==> src/rtl/mfb_pkg.sv <==
package mfb_pkg;

  // Channel and fixed-point widths
  localparam int CHAN_W = 8;
  localparam int NUM_CHAN = 3;
  localparam int T_W = 17;
  localparam int LERP_W = CHAN_W + T_W;
  localparam int MIX_W = 2 * CHAN_W;

  // Q16 interpolation constants
  localparam logic [T_W-1:0] Q16_ONE = 17'h10000;
  localparam logic [T_W-1:0] Q16_HALF = 17'h08000;

  // Mask weight constants
  localparam logic [CHAN_W-1:0] MASK_FULL = 8'hFF;
  localparam logic [CHAN_W-1:0] MIX_ROUND = 8'd127;
  localparam logic [CHAN_W-1:0] ALPHA_OPAQUE = 8'hFF;

  // Configuration register indexes
  typedef enum logic [1:0] {
    CFG_BLEND_T     = 2'd0,
    CFG_MASK_ENABLE = 2'd1,
    CFG_SCENE_CUT   = 2'd2
  } cfg_idx_t;

endpackage

==> src/rtl/mfb_chan.sv <==
// One color channel: Q16 lerp of prev/cur, then mix with cur by mask/255.
// Four register stages; the quotient by 255 is combinational off the last one.
module mfb_chan (
  input  logic                                 clk,
  input  logic [mfb_pkg::CHAN_W-1:0]           prev_chan,
  input  logic [mfb_pkg::CHAN_W-1:0]           cur_chan,
  input  logic [mfb_pkg::T_W-1:0]              t,
  input  logic [mfb_pkg::T_W-1:0]              t_inv,
  input  logic [mfb_pkg::CHAN_W-1:0]           mask,
  output logic [mfb_pkg::CHAN_W-1:0]           mix_chan
);

  // stage 1: lerp products
  logic [mfb_pkg::LERP_W-1:0] prod_p;
  logic [mfb_pkg::LERP_W-1:0] prod_c;
  logic [mfb_pkg::CHAN_W-1:0] cur1;
  logic [mfb_pkg::CHAN_W-1:0] mask1;
  // stage 2: rounded lerp
  logic [mfb_pkg::LERP_W-1:0] lerp_sum;
  logic [mfb_pkg::CHAN_W-1:0] lerp2;
  logic [mfb_pkg::CHAN_W-1:0] cur2;
  logic [mfb_pkg::CHAN_W-1:0] mask2;
  // stage 3: mix products
  logic [mfb_pkg::MIX_W-1:0]  prod_b;
  logic [mfb_pkg::MIX_W-1:0]  prod_m;
  // stage 4: rounded mix numerator
  logic [mfb_pkg::MIX_W-1:0]  mix_num;
  logic [mfb_pkg::MIX_W:0]    quot;

  assign lerp_sum = prod_p + prod_c + mfb_pkg::LERP_W'(mfb_pkg::Q16_HALF);

  always_ff @(posedge clk) begin
    prod_p  <= mfb_pkg::LERP_W'(prev_chan) * mfb_pkg::LERP_W'(t_inv);
    prod_c  <= mfb_pkg::LERP_W'(cur_chan) * mfb_pkg::LERP_W'(t);
    cur1    <= cur_chan;
    mask1   <= mask;

    lerp2   <= lerp_sum[16 +: mfb_pkg::CHAN_W];
    cur2    <= cur1;
    mask2   <= mask1;

    prod_b  <= mfb_pkg::MIX_W'(lerp2) * mfb_pkg::MIX_W'(mfb_pkg::MASK_FULL - mask2);
    prod_m  <= mfb_pkg::MIX_W'(cur2) * mfb_pkg::MIX_W'(mask2);

    mix_num <= prod_b + prod_m + mfb_pkg::MIX_W'(mfb_pkg::MIX_ROUND);
  end

  // x/255 == (x + (x >> 8) + 1) >> 8 for every x below 65535
  assign quot = (mfb_pkg::MIX_W + 1)'(mix_num)
              + (mfb_pkg::MIX_W + 1)'(mix_num[mfb_pkg::MIX_W-1:mfb_pkg::CHAN_W])
              + (mfb_pkg::MIX_W + 1)'(1);
  assign mix_chan = quot[mfb_pkg::MIX_W-1:mfb_pkg::CHAN_W];

endmodule

==> src/rtl/masked_frame_blend.sv <==
// masked_frame_blend: per-pixel blend of a previous and a current ARGB pixel.
// Input: a pixel pair with its mask byte is taken on a clock edge with start
// high and busy low. busy stays low, so a new pixel can start every cycle.
// Output: out_pixel is valid for exactly one cycle while done is high; the
// receiver has no way to stall, and every result is taken that cycle.
// Throughput: one pixel per clock through the five-stage pipeline (two
// multiply stages, two add stages, one output register), all stages
// free-running; done is registered in step with out_pixel.
// Config: cfg_valid/cfg_ready write channel, cfg_ready is always high.
// Index 0 blend_t (Q16 time, saturated at 1.0 on write), 1 mask_enable,
// 2 scene_cut. Write only while no pixel is in flight.
// Scene cut or an enabled full mask passes the current pixel unchanged;
// otherwise the result carries alpha 0xFF.
// Reset: synchronous rst clears the config and empties the pipeline; pixels
// in flight are dropped.
module masked_frame_blend (
  input  logic                         clk,
  input  logic                         rst,
  input  logic                         start,
  output logic                         busy,
  input  logic [31:0]                  prev_pixel,
  input  logic [31:0]                  cur_pixel,
  input  logic [7:0]                   mask_weight,
  output logic                         done,
  output logic [31:0]                  out_pixel,
  input  logic                         cfg_valid,
  output logic                         cfg_ready,
  input  logic [1:0]                   cfg_index,
  input  logic [mfb_pkg::T_W-1:0]      cfg_data
);

  localparam int DEPTH = 4;

  logic [mfb_pkg::T_W-1:0]    blend_t;
  logic [mfb_pkg::T_W-1:0]    blend_t_inv;
  logic [mfb_pkg::T_W-1:0]    t_clamped;
  logic                       mask_enable;
  logic                       scene_cut;
  logic                       accept;
  logic [mfb_pkg::CHAN_W-1:0] mask_eff;
  logic                       raw_in;
  logic [DEPTH-1:0]           valid;
  logic [DEPTH-1:0]           raw;
  logic [31:0]                cur_q [DEPTH];
  logic [23:0]                mixed;

  assign busy      = 1'b0;
  assign cfg_ready = 1'b1;
  assign accept    = start && !busy;

  // Config registers, time saturated at 1.0
  assign t_clamped = (cfg_data > mfb_pkg::Q16_ONE) ? mfb_pkg::Q16_ONE : cfg_data;

  always_ff @(posedge clk) begin
    if (rst) begin
      blend_t     <= '0;
      blend_t_inv <= mfb_pkg::Q16_ONE;
      mask_enable <= 1'b0;
      scene_cut   <= 1'b0;
    end else if (cfg_valid && cfg_ready) begin
      unique case (cfg_index)
        mfb_pkg::CFG_BLEND_T: begin
          blend_t     <= t_clamped;
          blend_t_inv <= mfb_pkg::Q16_ONE - t_clamped;
        end
        mfb_pkg::CFG_MASK_ENABLE: mask_enable <= cfg_data[0];
        mfb_pkg::CFG_SCENE_CUT:   scene_cut   <= cfg_data[0];
        default: ;
      endcase
    end
  end

  // Pass-through decision at entry
  assign mask_eff = mask_enable ? mask_weight : '0;
  assign raw_in   = scene_cut || (mask_eff == mfb_pkg::MASK_FULL);

  // Valid bits
  always_ff @(posedge clk) begin
    if (rst) begin
      valid <= '0;
      done  <= 1'b0;
    end else begin
      valid <= {valid[DEPTH-2:0], accept};
      done  <= valid[DEPTH-1];
    end
  end

  // Side data that travels with each pixel
  always_ff @(posedge clk) begin
    raw      <= {raw[DEPTH-2:0], raw_in};
    cur_q[0] <= cur_pixel;
    for (int i = 1; i < DEPTH; i++) begin
      cur_q[i] <= cur_q[i-1];
    end
  end

  // Color channel datapaths
  for (genvar g = 0; g < mfb_pkg::NUM_CHAN; g++) begin : g_chan
    mfb_chan u_chan (
      .clk       (clk),
      .prev_chan (prev_pixel[g*mfb_pkg::CHAN_W +: mfb_pkg::CHAN_W]),
      .cur_chan  (cur_pixel[g*mfb_pkg::CHAN_W +: mfb_pkg::CHAN_W]),
      .t         (blend_t),
      .t_inv     (blend_t_inv),
      .mask      (mask_eff),
      .mix_chan  (mixed[g*mfb_pkg::CHAN_W +: mfb_pkg::CHAN_W])
    );
  end

  // Output register
  always_ff @(posedge clk) begin
    out_pixel <= raw[DEPTH-1] ? cur_q[DEPTH-1] : {mfb_pkg::ALPHA_OPAQUE, mixed};
  end

  // Every result comes from an earlier input transfer
  a_done_follows_start: assert property (@(posedge clk) disable iff (rst)
    done |-> $past(accept, 5))
    else $error("result without a matching input transfer");

  // Alpha is opaque unless the current pixel was passed through
  a_alpha_source: assert property (@(posedge clk) disable iff (rst)
    (done && out_pixel[31:24] != mfb_pkg::ALPHA_OPAQUE)
      |-> out_pixel[31:24] == $past(cur_pixel[31:24], 5))
    else $error("alpha neither opaque nor from current pixel");

  // Scene cut at entry gives the raw current pixel
  a_scene_cut_raw: assert property (@(posedge clk) disable iff (rst)
    (done && $past(scene_cut, 5)) |-> out_pixel == $past(cur_pixel, 5))
    else $error("scene cut did not pass the current pixel");

endmodule
==> config.mk <==
export PLATFORM = sky130hd
export DESIGN_NAME = masked_frame_blend
export DESIGN_NICKNAME = d
export VERILOG_FILES = /design/src/rtl/mfb_pkg.sv /design/src/rtl/mfb_chan.sv /design/src/rtl/masked_frame_blend.sv
export SDC_FILE = /design/constraint.sdc
export NUM_CORES = 2
export LEC_CHECK = 0
export ABC_AREA = 0
export BUFFER_PORTS_ARGS = -buffer_cell sky130_fd_sc_hd__buf_2
export CAP_MARGIN = 10
export CELL_PAD_IN_SITES_DETAIL_PLACEMENT = 1
export CELL_PAD_IN_SITES_GLOBAL_PLACEMENT = 2
export CORE_MARGIN = 3
export CORE_UTILIZATION = 33
export DETAILED_ROUTE_END_ITERATION = 7
export PLACE_DENSITY_LB_ADDON = 0.1
export SYNTH_ARGS = -nofsm -noshare
export SYNTH_HDL_FRONTEND = slang
export SYNTH_SLANG_ARGS = --single-unit
export TNS_END_PERCENT = 100
==> constraint.sdc <==
create_clock -name clk -period 10.25 [get_ports clk]
set_clock_uncertainty 0.05 [all_clocks]
set_input_delay 0.5125 -clock clk [delete_from_list [all_inputs] [get_ports clk]]
set_output_delay 0.5125 -clock clk [all_outputs]
set_load 0.02 [all_outputs]
==> impl_metrics.json <==
{
  "path_clk_slew_ns": 0.05,
  "synthDistinctLibCells": 77,
  "io_buffers": 119,
  "status": "complete, no violations",
  "leakagePower_nw": 31.6,
  "synth-seq-cells": 532,
  "yosysWarnings": 0,
  "synth_xor_xnor_area_share_pct": 4.41,
  "root_buffer": "clkbuf_16",
  "htreeDepth": 3,
  "maxSlewHeadroom_pct": 26.9,
  "grt_pass1_vias": 42800,
  "drv_cap": 0,
  "rr_endpoint": "g_chan[1].u_chan.prod_p[23]$_DFF_P_",
  "final_common_cell": "inv_1",
  "synthMuxAreaShare_pct": 0.0720,
  "r2r_cells": 17,
  "yosys.area_share.adder_pct": 43.2,
  "syn_nets": 7497,
  "synthCells": 5934,
  "gp_congestion": 0.758,
  "numClockSinks": 532,
  "ys.flop_type": "dfxtp_1",
  "synthArstFlopShare_pct": 0,
  "die_w_um": 417,
  "synth-edff-count": 0,
  "std_cell_rows": 150,
  "hold-path-endpoint": "g_chan[2].u_chan.mask1[6]$_DFF_P_",
  "core_area_mm2": 0.167,
  "rsz0062_at_grt": "no",
  "peakVddDrop_v": 0.000483,
  "timing.fmax_mhz": 176,
  "drv_slew": 0,
  "nets": 7557,
  "p_per_area_mw_per_mm2": 296,
  "clkLatencyLatePin_ns": 0.64,
  "tightest_slew_ns": 1.09,
  "numCtsBuffers": 68,
  "period_share_pct": 55.3,
  "detail_route.wl_per_cell_um": 17.4,
  "track_usage_pct": 17.1,
  "arrival_ns": 6.12,
  "setup_violations": 0,
  "critPathKind": "register to register",
  "worstSetupStartpointType": "register",
  "cts-resized-gates": 0,
  "post-route-min-period_ns": 5.67,
  "dieArea_mm2": 0.174,
  "finalHoldViolCount": 0,
  "routed_wl_um": 143000,
  "via_per_inst": 4.67,
  "cts_setup_buffers": 0,
  "syn_area_per_cell_um2": 9.37,
  "synthToLayoutAreaGrowth_pct": 10.2,
  "required_ns": 10.70,
  "worstPathMaxFanout": 17,
  "layout.cells.non_filler": 8252,
  "netlist_area_mm2": 0.0556,
  "hp-class": "input port to register",
  "min_from": "mask_weight[6]",
  "dp_cells": 8114,
  "ioPinCount": 130,
  "grt-ovfl-total": 0,
  "ys_seq_area_share_pct": 19.1,
  "whs_path_depth": 2,
  "dp_hpwl_um": 112000,
  "synth_top_family_by_area": "adder cells",
  "critPathCaptureType": "register",
  "synth_compound_area_share_pct": 7.25,
  "drtPass1Iterations": 6,
  "layout-drive-gt1-share_pct": 5.23,
  "nFillCells": 19100,
  "antenna_found_initial": 14,
  "via_count": 38600,
  "final.setup.tns_ns": 0,
  "cts_tree": "yes",
  "die_h_um": 417,
  "grt_max_degree": 57,
  "cts.path.max_buffers": 3,
  "initial_core_util_pct": 33.2,
  "cts_hold_buf": 14,
  "grt_pass1_wl_um": 238000,
  "ant_nets": 0,
  "r2r-start": "blend_t_inv[6]$_SDFFE_PP0P_",
  "fin_util_pct": 36.6,
  "drc": 0,
  "final_cell_mix": "inv_1 (1027), and2_1 (755), fa_1 (754)",
  "reg2reg_slack_ns": 4.58,
  "synth_simple_gate_area_share_pct": 17.7,
  "drt_iter0_markers": 1227
}
-- layer usage --
| metal | global-route usage, % | part of all wire, % |
|---|---|---|
| met1 | 24.0 | 50 |
| met2 | 28.8 | 47 |
| met3 | 1.80 | 2.5 |
| met4 | 2.99 | 1.2 |
| met5 | 0 | 0.0070 |
-- metrics by stage --
step	power, mW	instance area (um2)	setup slack (ns)	hold slack (ns)
after floorplan	12.9	55600	5.35	0.260
after global placement	15.5	58600	4.57	0.260
after detailed placement	15.7	58600	4.54	0.263
after CTS	18.6	61300	4.48	0.00572
after global routing	20.5	61300	4.21	0.0408
final	18.1	61300	4.58	0.0679
-- worst max-delay path, stage by stage, from the launching register on --
cell	delay, ns
dfxtp_1	0.59
buf_4	0.38
and2_1	0.19
fa_1	0.44
fa_1	0.50
fa_1	0.49
inv_1	0.05
fa_1	0.49
inv_1	0.05
ha_1	0.34
a21o_1	0.18
a211o_1	0.32
nor2_1	0.13
a211oi_1	0.14
a311o_1	0.47
a211o_1	0.30
a21oi_2	0.14
xor2_1	0.26
-- report_power, final --
group / internal [mW] / switching (mW) / leakage [nW]
clock network: 1.72 / 0.980 / 1.22
logic: 5.70 / 6.62 / 26.0
registers: 2.76 / 0.332 / 4.43
total: 10.2 / 7.93 / 31.6
-- how the worst max path moves through the flow --
stage	slack (ns)	start	cells past startpoint	to
6_report	4.58	blend_t_inv[6]$_SDFFE_PP0P_	17	g_chan[1].u_chan.prod_p[23]$_DFF_P_
5_1_grt	4.21	blend_t[1]$_SDFFE_PP0P_	17	g_chan[0].u_chan.prod_c[22]$_DFF_P_
4_1_cts	4.48	blend_t_inv[6]$_SDFFE_PP0P_	17	g_chan[1].u_chan.prod_p[23]$_DFF_P_
3_5_place_dp	4.54	blend_t_inv[6]$_SDFFE_PP0P_	17	g_chan[1].u_chan.prod_p[23]$_DFF_P_
3_3_place_gp	4.57	blend_t[1]$_SDFFE_PP0P_	16	g_chan[1].u_chan.prod_c[23]$_DFF_P_
2_1_floorplan	5.35	prev_pixel[10]	17	g_chan[1].u_chan.prod_p[23]$_DFF_P_
-- logic make-up (layout without fill, tap and decap cells) --
family,Yosys count,in the layout
xor+xnor,280,280
simple gates,1811,1811
other cells,2,5
compound gates,623,623
buf+inv,1214,1325
flops,532,532
fa+ha+maj,1468,1468
mux,4,4
-- synth_stat cells (13+ instances only) --
| master | n | area [um2] |
|---|---|---|
| o21ai_0 | 100 | 500 |
| inv_1 | 1027 | 3850 |
| and2_1 | 755 | 4720 |
| nand3_1 | 60 | 300 |
| dfxtp_1 | 532 | 10700 |
| a21oi_1 | 199 | 996 |
| o21bai_1 | 29 | 218 |
| nand2_1 | 412 | 1550 |
| xnor2_1 | 195 | 1710 |
| nand2b_1 | 119 | 744 |
| or3_1 | 22 | 138 |
| fa_1 | 754 | 15100 |
| and3_1 | 18 | 113 |
| o21ai_1 | 20 | 100 |
| o211ai_1 | 14 | 105 |
| clkbuf_1 | 178 | 668 |
| a21o_1 | 89 | 668 |
| xor2_1 | 85 | 744 |
| o21a_1 | 40 | 300 |
| nor3_1 | 62 | 310 |
| a31oi_1 | 13 | 81.3 |
| ha_1 | 714 | 8930 |
| nor2_1 | 145 | 544 |
| nand4_1 | 22 | 138 |
| nor2b_1 | 142 | 888 |
-- sequential cells by signal, indices dropped and copies added, names as in the netlist --
register and count:
blend_t_inv 16, g_chan.u_chan.mix_num 48, scene_cut 1, g_chan.u_chan.cur1 21
g_chan.u_chan.prod_b 48, g_chan.u_chan.prod_m 48, g_chan.u_chan.lerp2 24, g_chan.u_chan.mask2 8
raw 4, blend_t 17, cur_q 86, g_chan.u_chan.prod_c 72
done 1, g_chan.u_chan.cur2 21, out_pixel 32, valid 4
mask_enable 1, g_chan.u_chan.prod_p 72, g_chan.u_chan.mask1 8
-- area by class of cell --
class                   count  area [um2]  area share [%]
repair buffers            177        1070            1.74
flip-flops and latches    532       10700            17.4
inverters                1027        3850            6.29
well taps                2204        2760            4.50
multi-input cells        4188       40400            65.9
diodes                      3        7.51          0.0122
clock inverters            39         713            1.16
clock buffers              82        1810            2.96
No activity file was read; power rests on OpenSTA's default activity.
